--- config.mk ---
export PLATFORM = sky130hd
export DESIGN_NAME = framed_ascii_command_parser
export DESIGN_NICKNAME = d
export VERILOG_FILES = /design/src/rtl/core/fac_pkg.sv /design/src/rtl/core/fac_field_scan.sv /design/src/rtl/core/fac_verdict.sv /design/src/rtl/core/fac_replay.sv /design/src/rtl/core/framed_ascii_command_parser.sv
export SDC_FILE = /design/constraint.sdc
export NUM_CORES = 1
export LEC_CHECK = 0
export ABC_AREA = 1
export BUFFER_PORTS_ARGS = -buffer_cell sky130_fd_sc_hd__buf_4
export CAP_MARGIN = 20
export CORE_MARGIN = 2
export CORE_UTILIZATION = 55
export CTS_CLUSTER_DIAMETER = 150
export DETAILED_ROUTE_END_ITERATION = 7
export MAX_ROUTING_LAYER = met4
export PLACE_DENSITY = 0.79
export SYNTH_ARGS = -nofsm -noshare
export SYNTH_HDL_FRONTEND = slang
export SYNTH_SLANG_ARGS = --single-unit
--- constraint.sdc ---
create_clock -name clk -period 12.7 [get_ports clk]
set_clock_uncertainty 0.1 [all_clocks]
set_input_delay 3.81 -clock clk [delete_from_list [all_inputs] [get_ports clk]]
set_output_delay 3.81 -clock clk [all_outputs]
set_load 0.05 [all_outputs]
--- src/rtl/core/fac_pkg.sv ---
// ----------------------------------------------------------------------------
// fac_pkg
// Shared types, codes and character helpers of the framed ASCII command parser.
// ----------------------------------------------------------------------------
`default_nettype none

package fac_pkg;

  localparam int BYTE_W        = 8;
  localparam int VAL_W         = 16;
  localparam int ACT_W         = 5;
  localparam int LIMIT_W       = 5;
  localparam int TABLE_W       = 38;
  localparam int TABLE_ENTRIES = 19;
  localparam int CNT_W         = 2;
  localparam int NUM_FIELDS    = 4;
  localparam int FIDX_W        = 3;
  localparam int FSEL_W        = 2;
  localparam int NUM_PARAMS    = 3;
  localparam int CFG_IDX_W     = 3;
  localparam int STATUS_W      = 3;

  localparam logic [CFG_IDX_W-1:0] REG_START_BYTE     = 3'd0;
  localparam logic [CFG_IDX_W-1:0] REG_END_BYTE       = 3'd1;
  localparam logic [CFG_IDX_W-1:0] REG_SEPARATOR_BYTE = 3'd2;
  localparam logic [CFG_IDX_W-1:0] REG_ACTION_LIMIT   = 3'd3;
  localparam logic [CFG_IDX_W-1:0] REG_PARAM_TABLE    = 3'd4;

  localparam logic [BYTE_W-1:0]  START_BYTE_RST     = 8'd60;
  localparam logic [BYTE_W-1:0]  END_BYTE_RST       = 8'd62;
  localparam logic [BYTE_W-1:0]  SEPARATOR_BYTE_RST = 8'd44;
  localparam logic [LIMIT_W-1:0] ACTION_LIMIT_RST   = 5'd20;
  localparam logic [TABLE_W-1:0] PARAM_TABLE_RST    = 38'd1089077420;

  localparam logic [BYTE_W-1:0] CH_SPACE = 8'h20;
  localparam logic [BYTE_W-1:0] CH_TAB   = 8'h09;
  localparam logic [BYTE_W-1:0] CH_CR    = 8'h0D;
  localparam logic [BYTE_W-1:0] CH_MINUS = 8'h2D;
  localparam logic [BYTE_W-1:0] CH_PLUS  = 8'h2B;
  localparam logic [BYTE_W-1:0] CH_ZERO  = 8'h30;
  localparam logic [BYTE_W-1:0] CH_NINE  = 8'h39;

  typedef enum logic [STATUS_W-1:0] {
    ST_OK             = 3'd0,
    ST_UNKNOWN_ACTION = 3'd1,
    ST_MISSING_PARAM  = 3'd2,
    ST_TOO_LONG       = 3'd3,
    ST_START_IN_FRAME = 3'd4
  } status_t;

  typedef struct packed {
    logic              feed;
    logic [BYTE_W-1:0] ch;
  } feed_t;

  typedef struct packed {
    logic [NUM_FIELDS-1:0]            present;
    logic [NUM_FIELDS-1:0][VAL_W-1:0] value;
  } fields_t;

  typedef struct packed {
    logic busy;
    logic done;
  } replay_status_t;

  typedef struct packed {
    status_t                          status;
    logic [ACT_W-1:0]                 action;
    logic [NUM_PARAMS-1:0][VAL_W-1:0] param;
  } result_t;

  function automatic logic is_space(input logic [BYTE_W-1:0] c);
    return (c == CH_SPACE) || ((c >= CH_TAB) && (c <= CH_CR));
  endfunction

  function automatic logic is_digit(input logic [BYTE_W-1:0] c);
    return (c >= CH_ZERO) && (c <= CH_NINE);
  endfunction

endpackage

`default_nettype wire

--- src/rtl/core/fac_field_scan.sv ---
// ----------------------------------------------------------------------------
// fac_field_scan
// Splits the frame body into fields and converts each one to a 16-bit value.
// ----------------------------------------------------------------------------
`default_nettype none

module fac_field_scan #(
  parameter int FIELD_CHARS = 8
) (
  input  wire logic            clk,
  input  wire logic            rst,
  input  wire logic            clear,
  input  wire fac_pkg::feed_t  feed_in,
  input  wire logic [7:0]      separator_byte,
  input  wire logic [7:0]      end_byte,
  output fac_pkg::fields_t     fields
);

  import fac_pkg::*;

  localparam int NCHAR_W = $clog2(FIELD_CHARS + 1);

  typedef enum logic [1:0] {
    PH_LEAD,
    PH_DIGITS,
    PH_DONE
  } phase_t;

  logic [FIDX_W-1:0]  fidx;
  logic [NCHAR_W-1:0] nchar;
  phase_t             phase;
  logic               neg;
  logic [VAL_W-1:0]   acc;
  logic [NUM_FIELDS-1:0][VAL_W-1:0] val_q;
  logic [NUM_FIELDS-1:0]            pres_q;

  phase_t           phase_next;
  logic             neg_next;
  logic [VAL_W-1:0] acc_next;
  logic [VAL_W-1:0] cur_val;
  logic [VAL_W-1:0] digit;
  logic             active;
  logic             field_end;
  logic             take;

  assign cur_val   = neg ? VAL_W'(~acc + 1'b1) : acc;
  assign digit     = {{(VAL_W - 4){1'b0}}, feed_in.ch[3:0]};
  assign active    = feed_in.feed && (fidx < FIDX_W'(NUM_FIELDS));
  assign field_end = active && ((nchar == NCHAR_W'(FIELD_CHARS)) ||
                                (feed_in.ch == separator_byte) ||
                                (feed_in.ch == end_byte));
  assign take      = active && !field_end;

  always_comb begin
    phase_next = phase;
    neg_next   = neg;
    acc_next   = acc;
    unique case (phase)
      PH_LEAD: begin
        if (is_space(feed_in.ch)) begin
          phase_next = PH_LEAD;
        end else if (feed_in.ch == CH_MINUS) begin
          neg_next   = 1'b1;
          phase_next = PH_DIGITS;
        end else if (feed_in.ch == CH_PLUS) begin
          phase_next = PH_DIGITS;
        end else if (is_digit(feed_in.ch)) begin
          acc_next   = digit;
          phase_next = PH_DIGITS;
        end else begin
          phase_next = PH_DONE;
        end
      end
      PH_DIGITS: begin
        if (is_digit(feed_in.ch)) begin
          acc_next = VAL_W'((acc << 3) + (acc << 1) + digit);
        end else begin
          phase_next = PH_DONE;
        end
      end
      PH_DONE: begin
        phase_next = PH_DONE;
      end
      default: begin
        phase_next = PH_DONE;
      end
    endcase
  end

  always_ff @(posedge clk) begin
    if (rst || clear) begin
      fidx  <= '0;
      nchar <= '0;
      phase <= PH_LEAD;
      neg   <= 1'b0;
      acc   <= '0;
    end else if (field_end) begin
      val_q[fidx[FSEL_W-1:0]]  <= (nchar != '0) ? cur_val : '0;
      pres_q[fidx[FSEL_W-1:0]] <= (nchar != '0);
      fidx  <= fidx + 1'b1;
      nchar <= '0;
      phase <= PH_LEAD;
      neg   <= 1'b0;
      acc   <= '0;
    end else if (take) begin
      nchar <= nchar + 1'b1;
      phase <= phase_next;
      neg   <= neg_next;
      acc   <= acc_next;
    end
  end

  always_comb begin
    for (int k = 0; k < NUM_FIELDS; k++) begin
      if (FIDX_W'(k) < fidx) begin
        fields.present[k] = pres_q[k];
        fields.value[k]   = val_q[k];
      end else if (FIDX_W'(k) == fidx) begin
        fields.present[k] = (nchar != '0);
        fields.value[k]   = (nchar != '0) ? cur_val : '0;
      end else begin
        fields.present[k] = 1'b0;
        fields.value[k]   = '0;
      end
    end
  end

endmodule

`default_nettype wire

--- src/rtl/core/fac_verdict.sv ---
// ----------------------------------------------------------------------------
// fac_verdict
// Checks the action and its parameters and forms the result of a closed frame.
// ----------------------------------------------------------------------------
`default_nettype none

module fac_verdict (
  input  wire fac_pkg::fields_t  fields,
  input  wire logic [4:0]        action_limit,
  input  wire logic [37:0]       param_count_table,
  output fac_pkg::result_t       result
);

  import fac_pkg::*;

  logic [VAL_W-1:0] v0;
  logic             act_ok;
  logic [ACT_W-1:0] act;
  logic [CNT_W-1:0] cnt;
  logic             missing;

  assign v0     = fields.value[0];
  assign act    = v0[ACT_W-1:0];
  assign act_ok = fields.present[0] && !v0[VAL_W-1] && (v0 != '0) &&
                  (v0 < {{(VAL_W - LIMIT_W){1'b0}}, action_limit});

  always_comb begin
    cnt = '0;
    for (int e = 0; e < TABLE_ENTRIES; e++) begin
      if (act == ACT_W'(e + 1)) begin
        cnt = param_count_table[2*e +: CNT_W];
      end
    end
  end

  always_comb begin
    missing = 1'b0;
    for (int k = 1; k <= NUM_PARAMS; k++) begin
      if ((CNT_W'(k) <= cnt) && !fields.present[k]) begin
        missing = 1'b1;
      end
    end
  end

  always_comb begin
    result = '0;
    if (!act_ok) begin
      result.status = ST_UNKNOWN_ACTION;
    end else if (missing) begin
      result.status = ST_MISSING_PARAM;
    end else begin
      result.status = ST_OK;
      result.action = act;
      for (int k = 1; k <= NUM_PARAMS; k++) begin
        result.param[k-1] = (CNT_W'(k) <= cnt) ? fields.value[k] : '0;
      end
    end
  end

endmodule

`default_nettype wire

--- src/rtl/core/fac_replay.sv ---
// ----------------------------------------------------------------------------
// fac_replay
// Frame buffer and sequencer that feeds a stored frame body back to the scanner.
// ----------------------------------------------------------------------------
`default_nettype none

module fac_replay #(
  parameter int FRAME_BYTES = 64,
  parameter int LEN_W       = $clog2(FRAME_BYTES + 1)
) (
  input  wire logic                          clk,
  input  wire logic                          rst,
  input  wire logic                          wr_en,
  input  wire logic [$clog2(FRAME_BYTES)-1:0] wr_addr,
  input  wire logic [7:0]                    wr_data,
  input  wire logic                          start,
  input  wire logic [LEN_W-1:0]              lim,
  input  wire logic                          ack,
  output fac_pkg::feed_t                     feed_out,
  output fac_pkg::replay_status_t            rp_status
);

  import fac_pkg::*;

  localparam int IDX_W = $clog2(FRAME_BYTES);

  logic [BYTE_W-1:0] mem [FRAME_BYTES];
  logic [BYTE_W-1:0] rd_data;
  logic              rd_valid;
  logic              busy;
  logic [LEN_W-1:0]  addr;
  logic [LEN_W-1:0]  lim_q;
  logic              issue;
  logic              done;

  assign issue = busy && (addr < lim_q);
  assign done  = busy && !issue && !rd_valid;

  always_ff @(posedge clk) begin
    if (rst) begin
      busy     <= 1'b0;
      rd_valid <= 1'b0;
    end else if (start) begin
      busy     <= 1'b1;
      rd_valid <= 1'b0;
      addr     <= LEN_W'(1);
      lim_q    <= lim;
    end else if (busy) begin
      rd_valid <= issue;
      if (issue) begin
        addr <= addr + 1'b1;
      end
      if (done && ack) begin
        busy <= 1'b0;
      end
    end
  end

  always_ff @(posedge clk) begin
    if (wr_en) begin
      mem[wr_addr] <= wr_data;
    end
    if (issue) begin
      rd_data <= mem[addr[IDX_W-1:0]];
    end
  end

  assign feed_out.feed  = rd_valid;
  assign feed_out.ch    = rd_data;
  assign rp_status.busy = busy;
  assign rp_status.done = done;

endmodule

`default_nettype wire

--- src/rtl/core/framed_ascii_command_parser.sv ---
// ----------------------------------------------------------------------------
// framed_ascii_command_parser
// Frames received bytes into messages and decodes an action with up to three
// signed decimal parameters from each message.
// ----------------------------------------------------------------------------
// Channel   Direction  Handshake            Payload
// in        sink       in_valid/in_stall    rx_byte
// out       source     out_valid/out_stall  status, action, param_a..param_c
// cfg       sink       cfg_valid/cfg_ready  cfg_index, cfg_data
//
// One byte is taken per cycle while in_stall is low. A result is registered after
// the byte that closes or aborts its frame (input register, result register).
// A frame whose separator or end byte was rewritten while it was open is
// rescanned from the frame buffer when it closes, with the input stalled.
// Reset is synchronous; the frame buffer is not cleared and needs no sweep.
// Out stall holds the result register and backs up into in_stall.
// ----------------------------------------------------------------------------
`default_nettype none

module framed_ascii_command_parser #(
  parameter int FRAME_BYTES = 64,
  parameter int FIELD_CHARS = 8
) (
  input  wire logic        clk,
  input  wire logic        rst,
  input  wire logic        in_valid,
  output logic             in_stall,
  input  wire logic [7:0]  rx_byte,
  output logic             out_valid,
  input  wire logic        out_stall,
  output logic [2:0]       status,
  output logic [4:0]       action,
  output logic [15:0]      param_a,
  output logic [15:0]      param_b,
  output logic [15:0]      param_c,
  input  wire logic        cfg_valid,
  output logic             cfg_ready,
  input  wire logic [2:0]  cfg_index,
  input  wire logic [37:0] cfg_data
);

  import fac_pkg::*;

  localparam int IDX_W = $clog2(FRAME_BYTES);
  localparam int LEN_W = $clog2(FRAME_BYTES + 1);

  logic [BYTE_W-1:0]  start_byte;
  logic [BYTE_W-1:0]  end_byte;
  logic [BYTE_W-1:0]  separator_byte;
  logic [LIMIT_W-1:0] action_limit;
  logic [TABLE_W-1:0] param_count_table;

  logic              pipe_valid;
  logic [BYTE_W-1:0] pipe_byte;
  logic              in_frame;
  logic              in_frame_next;
  logic [LEN_W-1:0]  len;
  logic [LEN_W-1:0]  len_next;
  logic              dirty;

  logic              out_free;
  logic              go;
  logic              cfg_write;
  logic              open_frame;
  logic              rp_start;
  logic              res_valid;
  result_t           res;
  result_t           res_frame;
  result_t           out_res;
  logic              wr_en;
  feed_t             pipe_feed;
  feed_t             rp_feed;
  feed_t             scan_feed;
  fields_t           fields;
  replay_status_t    rp_status;

  assign cfg_ready = 1'b1;
  assign cfg_write = cfg_valid && cfg_ready;
  assign out_free  = !out_valid || !out_stall;
  assign go        = pipe_valid && !rp_status.busy && out_free;
  assign in_stall  = pipe_valid && !go;
  assign scan_feed = rp_status.busy ? rp_feed : pipe_feed;

  always_ff @(posedge clk) begin
    if (rst) begin
      start_byte        <= START_BYTE_RST;
      end_byte          <= END_BYTE_RST;
      separator_byte    <= SEPARATOR_BYTE_RST;
      action_limit      <= ACTION_LIMIT_RST;
      param_count_table <= PARAM_TABLE_RST;
    end else if (cfg_write) begin
      unique case (cfg_index)
        REG_START_BYTE:     start_byte        <= cfg_data[BYTE_W-1:0];
        REG_END_BYTE:       end_byte          <= cfg_data[BYTE_W-1:0];
        REG_SEPARATOR_BYTE: separator_byte    <= cfg_data[BYTE_W-1:0];
        REG_ACTION_LIMIT:   action_limit      <= cfg_data[LIMIT_W-1:0];
        REG_PARAM_TABLE:    param_count_table <= cfg_data[TABLE_W-1:0];
        default: begin
        end
      endcase
    end
  end

  always_comb begin
    in_frame_next  = in_frame;
    len_next       = len;
    open_frame     = 1'b0;
    rp_start       = 1'b0;
    res_valid      = 1'b0;
    res            = '0;
    wr_en          = 1'b0;
    pipe_feed.feed = 1'b0;
    pipe_feed.ch   = pipe_byte;
    if (go) begin
      priority if (pipe_byte == start_byte) begin
        if (!in_frame) begin
          in_frame_next = 1'b1;
          len_next      = LEN_W'(1);
          open_frame    = 1'b1;
        end else begin
          in_frame_next = 1'b0;
          len_next      = '0;
          res_valid     = 1'b1;
          res.status    = ST_START_IN_FRAME;
        end
      end else if (!in_frame) begin
        in_frame_next = 1'b0;
      end else if (pipe_byte == end_byte) begin
        in_frame_next = 1'b0;
        len_next      = '0;
        if (len < LEN_W'(FRAME_BYTES - 1)) begin
          if (dirty) begin
            rp_start = 1'b1;
          end else begin
            res_valid = 1'b1;
            res       = res_frame;
          end
        end else begin
          res_valid  = 1'b1;
          res.status = ST_TOO_LONG;
        end
      end else if (len < LEN_W'(FRAME_BYTES)) begin
        wr_en          = 1'b1;
        pipe_feed.feed = 1'b1;
        len_next       = len + 1'b1;
      end else begin
        in_frame_next = 1'b0;
        len_next      = '0;
        res_valid     = 1'b1;
        res.status    = ST_TOO_LONG;
      end
    end else if (rp_status.done && out_free) begin
      res_valid = 1'b1;
      res       = res_frame;
    end
  end

  always_ff @(posedge clk) begin
    if (rst) begin
      pipe_valid <= 1'b0;
      in_frame   <= 1'b0;
      len        <= '0;
      dirty      <= 1'b0;
      out_valid  <= 1'b0;
    end else begin
      if (!in_stall) begin
        pipe_valid <= in_valid;
      end
      in_frame <= in_frame_next;
      len      <= len_next;
      if (open_frame) begin
        dirty <= 1'b0;
      end else if (cfg_write && in_frame &&
                   ((cfg_index == REG_END_BYTE) || (cfg_index == REG_SEPARATOR_BYTE))) begin
        dirty <= 1'b1;
      end
      if (out_free) begin
        out_valid <= res_valid;
      end
    end
  end

  always_ff @(posedge clk) begin
    if (!in_stall && in_valid) begin
      pipe_byte <= rx_byte;
    end
    if (out_free && res_valid) begin
      out_res <= res;
    end
  end

  fac_field_scan #(
    .FIELD_CHARS(FIELD_CHARS)
  ) u_scan (
    .clk           (clk),
    .rst           (rst),
    .clear         (open_frame || rp_start),
    .feed_in       (scan_feed),
    .separator_byte(separator_byte),
    .end_byte      (end_byte),
    .fields        (fields)
  );

  fac_verdict u_verdict (
    .fields           (fields),
    .action_limit     (action_limit),
    .param_count_table(param_count_table),
    .result           (res_frame)
  );

  fac_replay #(
    .FRAME_BYTES(FRAME_BYTES),
    .LEN_W      (LEN_W)
  ) u_replay (
    .clk      (clk),
    .rst      (rst),
    .wr_en    (wr_en),
    .wr_addr  (len[IDX_W-1:0]),
    .wr_data  (pipe_byte),
    .start    (rp_start),
    .lim      (len),
    .ack      (out_free),
    .feed_out (rp_feed),
    .rp_status(rp_status)
  );

  assign status  = out_res.status;
  assign action  = out_res.action;
  assign param_a = out_res.param[0];
  assign param_b = out_res.param[1];
  assign param_c = out_res.param[2];

endmodule

`default_nettype wire

* Yosys cells after proc, flatten, opt, wreduce, memory -nomap -nowiden *
Memories as Yosys holds them, arrays and structs flattened. A register that Yosys moved wholly into a read port is not among the register bits.
Index checks and enable logic that the tools add are counted.

storage, ports and cells
  register bits after elaboration = 252
  bits in writable memories = 512
  output and inout port bits = 59
  word-level logic and storage cells = 281
  memories = 1

operators by class
  $add $sub $neg = 7
  $lt $le $gt $ge = 18
  eq/ne operators = 41
  mux-type cells = 114
  bitwise gates (word level) = 4
  reduce and logical (&&, ||, !) cells = 66

memory list
  memory        depth  width  rd ports  clocked after Yosys merged registers in  wr ports  line              RTL
  u_replay.mem  64     8      1         1                                        1         fac_replay.sv:27  logic [BYTE_W-1:0] mem [FRAME_BYTES];

operators with widths
  operator                                       number
  2-to-1 mux 16 bit                              19
  2-to-1 mux 53 bit                              5
  2-to-1 mux 56 bit                              4
  bitwise mux 64 bit                             1
  2-to-1 mux 2 bit                               27
  2-to-1 mux 1 bit                               42
  2-to-1 mux 7 bit                               6
  == test 5 x 4 -> 1 bit, second input constant  8
  demux 16 bit (select 2 bit)                    1
  == test 8 bit                                  4
  one-hot mux 16 bit (2 select lines)            1
  == test 8 x 6 -> 1 bit, second input constant  3
  logical AND 1 bit                              23
  == test 5 x 3 -> 1 bit, second input constant  4
  == test 5 bit, second input constant           4
  AND reduction 2 bit                            9
  adder 16 x 1 -> 16 bit, second input constant  1
  adder 16 bit                                   1
  adder 16 x 4 -> 16 bit                         1
  < comparator 16 x 5 -> 1 bit                   1
  inverter 16 bit                                1
  nonzero test 16 bit                            1
  adder 7 x 1 -> 7 bit, second input constant    2
  logical NOT 1 bit                              12
  other kinds (42)                               69

* Logic depth before layout (Yosys ltp) *
  word-level depth = 39
  mapped depth = 26
  depth with buffers taken out = 26

* Hierarchy *
Synthesis repeated with hierarchy kept, for this count alone.

unflattened totals
  cell total of the unflattened synthesis = 3928
  area total of the unflattened synthesis = 36815.3 µm²

modules (own cells, without submodules)
  module                       times used  cells an instance  area each (µm²)  seq. area each (µm²)
  fac_replay                   1           2200               23198.5          16075.4
  framed_ascii_command_parser  1           671                6198.4           3483.3
  fac_field_scan               1           786                6097.1           2562.5
  fac_verdict                  1           271                1321.3           0.0

* Worst setup path before layout *
OpenSTA, ideal clock, no wires.

  path type = input-to-output
  start = input out_stall
  end = output in_stall
  arrival time = 4.720 ns
  required time = 8.790 ns
  slack = 4.070 ns
  stages = 4
  path through = nand2_1 > inv_1 > nor3_1 > nor2_1

between the ends
  longest elaborated chain between the ends = 5

RTL lines
  element             line                               RTL
  start: declaration  framed_ascii_command_parser.sv:30  input wire logic out_stall,
  logical NOT 1 bit   framed_ascii_command_parser.sv:79  assign out_free = !out_valid || !out_stall;
  logical OR 1 bit    framed_ascii_command_parser.sv:79
  logical AND 1 bit   framed_ascii_command_parser.sv:80  assign go = pipe_valid && !rp_status.busy && out_free;
  logical NOT 1 bit   framed_ascii_command_parser.sv:81  assign in_stall = pipe_valid && !go;
  logical AND 1 bit   framed_ascii_command_parser.sv:81
  end: declaration    framed_ascii_command_parser.sv:27  output logic in_stall,

Every way passes these cells.

* Worst setup path after layout *
Same ends and word-level chain as after synthesis.

==> reports/metrics.yaml <==
clock_network:
  h_tree_depth: 3
  tritoncts_num_sinks: 772
  post_cts_hold_buffer_count: 0
  cts-resized-gates: 0
  cts_post_setup_buffers_inserted: 0
  clock_latency_ns: 0.64
  clkTransAtPathRegs_ns: 0.07
  cts_made_buffers: 76
  cts_tree: "done"
  cts-root-to-sink-buffers: 3
  clock_tree.root_cell: "clkbuf_16"
setup_path:
  crit_family: "simple AND/OR/NAND/NOR gates"
  worstSetupEndpointType: "output pin"
  cp_data_required_time_ns: 8.79
  critical_path_arrival_ns: 4.57
  critical_path_peak_fanout: 3
  crit_path_top_delay_cell: "nor3_1"
  critical-path-top-cell-by-count: "buf_4"
  critical_path.cell_chain: "buf_4 > nand2_1 > inv_1 > nor3_1 > nor2_1 > buf_4"
  timing.critical_path.from_type: "input port"
  critPathMaxStageDelay_ns: 0.21
  critPathBufInv: 3
  critical_path_class: "in -> out"
layout:
  syn_to_final_growth_pct: 12.8
  fillCellCount: 4175
  mostFrequentLayoutCells: "edfxtp_1 (666), nor2_1 (412), nand2_1 (285)"
  num-nets-final: 2963
  layout_commonest_cell: "edfxtp_1"
  total_area_of_multi_input_combinational_cells_um2: 9020
  antennaDiodeCount: 0
  sequential_cell_area_um2: 22100
  drive_above_1_share_pct: 11.2
  final_core_util_pct: 63.0
detailed_routing:
  detail_route.wl_per_cell_um: 22.3
  drtPass1Iterations: 6
  antenna_violating_nets_post_route: 0
  route.detailed.vias_per_inst: 6.20
  vias: 22871
  drcViolationCount: 0
  drt-total-wl_mm: 82.2
  initialDrtViolationCount: 3076
synthesis:
  yosys_register_bits: 772
  synth_cells: 2771
  asyncSetResetFlopFracSynth_pct: 0
  yosys.area.top_type: "edfxtp_1"
  top_area_cells_in_the_synthesized_netlist: "edfxtp_1 (62%), dfxtp_1 (6.6%), nor2_1 (4.8%)"
  share_of_the_synthesized_area_in_the_top_cell_type_pct: 61.9
  synth-seq-area-share_pct: 68.4
  syn-num-nets: 2872
  syn-cell-area_um2: 32300
  yosysWarningCount: 0
  synth_enable_flop_cells: 666
  synth_flop_cell: "edfxtp_1"
  syn-mean-instance-area_um2: 11.7
  synth_cell_type_count: 54
global_route:
  grt_util_met3_pct: 4.56
  wire_length_of_the_first_global_routing_pass_mm: 126
  global_route.usage.met2_pct: 43.6
  grt-busiest-layer: "met2"
  gr-total-overflow: 0
  grt_start_max_net_pins: 128
  grt_use_total_pct: 27.9
  grt_pass1_vias: 22231
  antenna_found_initial: 1
  global_route.usage.met1_pct: 36.4
timing:
  timing.max_slew.rel_slack_pct: 27.6
  finalMaxSlewViolations: 0
  post_layout_minimum_cycle_time_ns: 8.48
  setup_repair_after_global_routing_missed_its_margin: "false"
  final.period_utilization_pct: 66.7
  finalSetupViolCount: 0
  final_hold_viol_count: 0
  worst_slew_pin_slew_ns: 1.08
  tns_ns: 0
  fmaxAchievable_mhz: 118
power:
  pwr_density_cell_nw_per_um2: 142
  static-leakage-power_nw: 12.4
  power.ir.vdd_worst_mv: 0.167
floorplanning:
  floorplan.io_pins: 113
  dieArea_um2: 60700
  fp-row-count: 88
  chip_width_um: 246
  die_h_um: 246
  initial_core_utilization_pct: 55.8
  placeable_core_region_um2: 57900
placed_design:
  place_hpwl_mm: 51.0
  place.port_buffers: 111
  gp_congestion: 0.984
hold_path:
  worstHoldPathType: "reg -> reg"
status:
  outcome: "finished, final reports clean"
flow_run:
  drv_cap: 0
[kinds of logic (layout without fill, tap and decap cells)]
family                   Yosys count  after routing  synth area share (%)
multiplexers                       3              3                0.0929
other                              1              1                0.0116
XOR/XNOR                          43             43                  1.16
adder cells (fa/ha/maj)           47             47                  1.87
AO/OA/AOI/OAI                    686            686                  12.8
buffers and inverters            309            460                  3.70
flip-flops                       772            772                  68.4
AND/OR/NAND/NOR                  910            910                  12.0
[metal layers]
layer | vias to the layer above | part of all wire [%]
li1 | 10230 | -
met1 | 10992 | 38
met2 | 1397 | 48
met3 | 252 | 9.8
met4 | 0 | 4.3
met5 | - | 0
[layout make-up]
type	instances	share of cell area, %
clock buffer	110	6.05
multi-input combinational	1690	24.7
inverter	177	1.83
sequential	772	60.7
clock inverter	28	0.957
tap	765	2.63
timing repair buffer	145	3.13
[report_power, final]
part	switching [mW]	internal, mW
logic	0.0737	0.0280
clock network	0.975	1.32
registers	0.0107	2.76
total	1.06	4.11
[synth_stat cells, types with 2 or more instances]
| cell type | count |
|---|---|
| a21oi_2 | 2 |
| ha_1 | 45 |
| o31ai_1 | 2 |
| o21ai_1 | 4 |
| nand3_1 | 100 |
| o21ai_0 | 256 |
| nand4_1 | 18 |
| nor3b_1 | 2 |
| nand3b_1 | 2 |
| xor2_1 | 26 |
| nor2_4 | 3 |
| a311o_1 | 8 |
| a22o_1 | 4 |
| buf_1 | 5 |
| a22oi_1 | 25 |
| clkinv_1 | 6 |
| o221ai_1 | 108 |
| nand2_2 | 2 |
| o211ai_1 | 27 |
| nand2_4 | 4 |
| or2_2 | 12 |
| nor2_1 | 412 |
| a211oi_1 | 8 |
| o22ai_1 | 24 |
| a21oi_1 | 206 |
| a221oi_1 | 3 |
| fa_1 | 2 |
| nor2_2 | 35 |
| dfxtp_1 | 106 |
| nand3_2 | 2 |
| buf_6 | 3 |
| clkbuf_1 | 115 |
| mux2i_1 | 3 |
| nor4_1 | 6 |
| o21bai_1 | 4 |
| xnor2_1 | 17 |
| inv_1 | 166 |
| edfxtp_1 | 666 |
| inv_2 | 5 |
| nor3_1 | 19 |
| buf_2 | 8 |
| nand2_1 | 288 |
[flip-flops by register name, indices dropped and copies added, names as in the netlist, 5 cells and up]
name / flops
u_replay.lim_q: 7
u_scan.acc: 16
param_c: 16
pipe_byte: 8
action: 5
u_replay.mem: 512
len: 7
param_count_table: 38
param_b: 16
u_replay.addr: 7
action_limit: 5
end_byte: 8
separator_byte: 8
u_scan.val_q: 64
u_replay.rd_data: 8
start_byte: 8
param_a: 16
[stage by stage]
stage,hold slack (ns),power (mW),instance area [µm²],instances,worst slack (ns)
finish,0.366,5.17,36500,3687,4.22
global route,0.380,5.28,36500,3687,4.15
CTS,0.365,5.17,36400,3683,4.23
detailed placement,0.356,2.92,33800,3545,4.23
global placement,0.341,2.92,33800,3545,4.19
floorplan,0.330,2.86,32300,2771,4.07
[final timing paths]
kind / from / slack [ns] / cells after the start / end
max: out_stall / 4.22 / 6 / in_stall
min: param_count_table[6] / 0.37 / 2 / param_count_table[6]
max reg2reg: pipe_byte[5] / 7.71 / 20 / u_scan.acc[11]
min reg2reg: param_count_table[6] / 0.37 / 2 / param_count_table[6]
[tightest hold or removal path, stage by stage, from the launching register on]
cell     delay, ns
dfxtp_1       0.30
inv_1         0.06
a21oi_1       0.06
(Power assumes the default switching activity.)
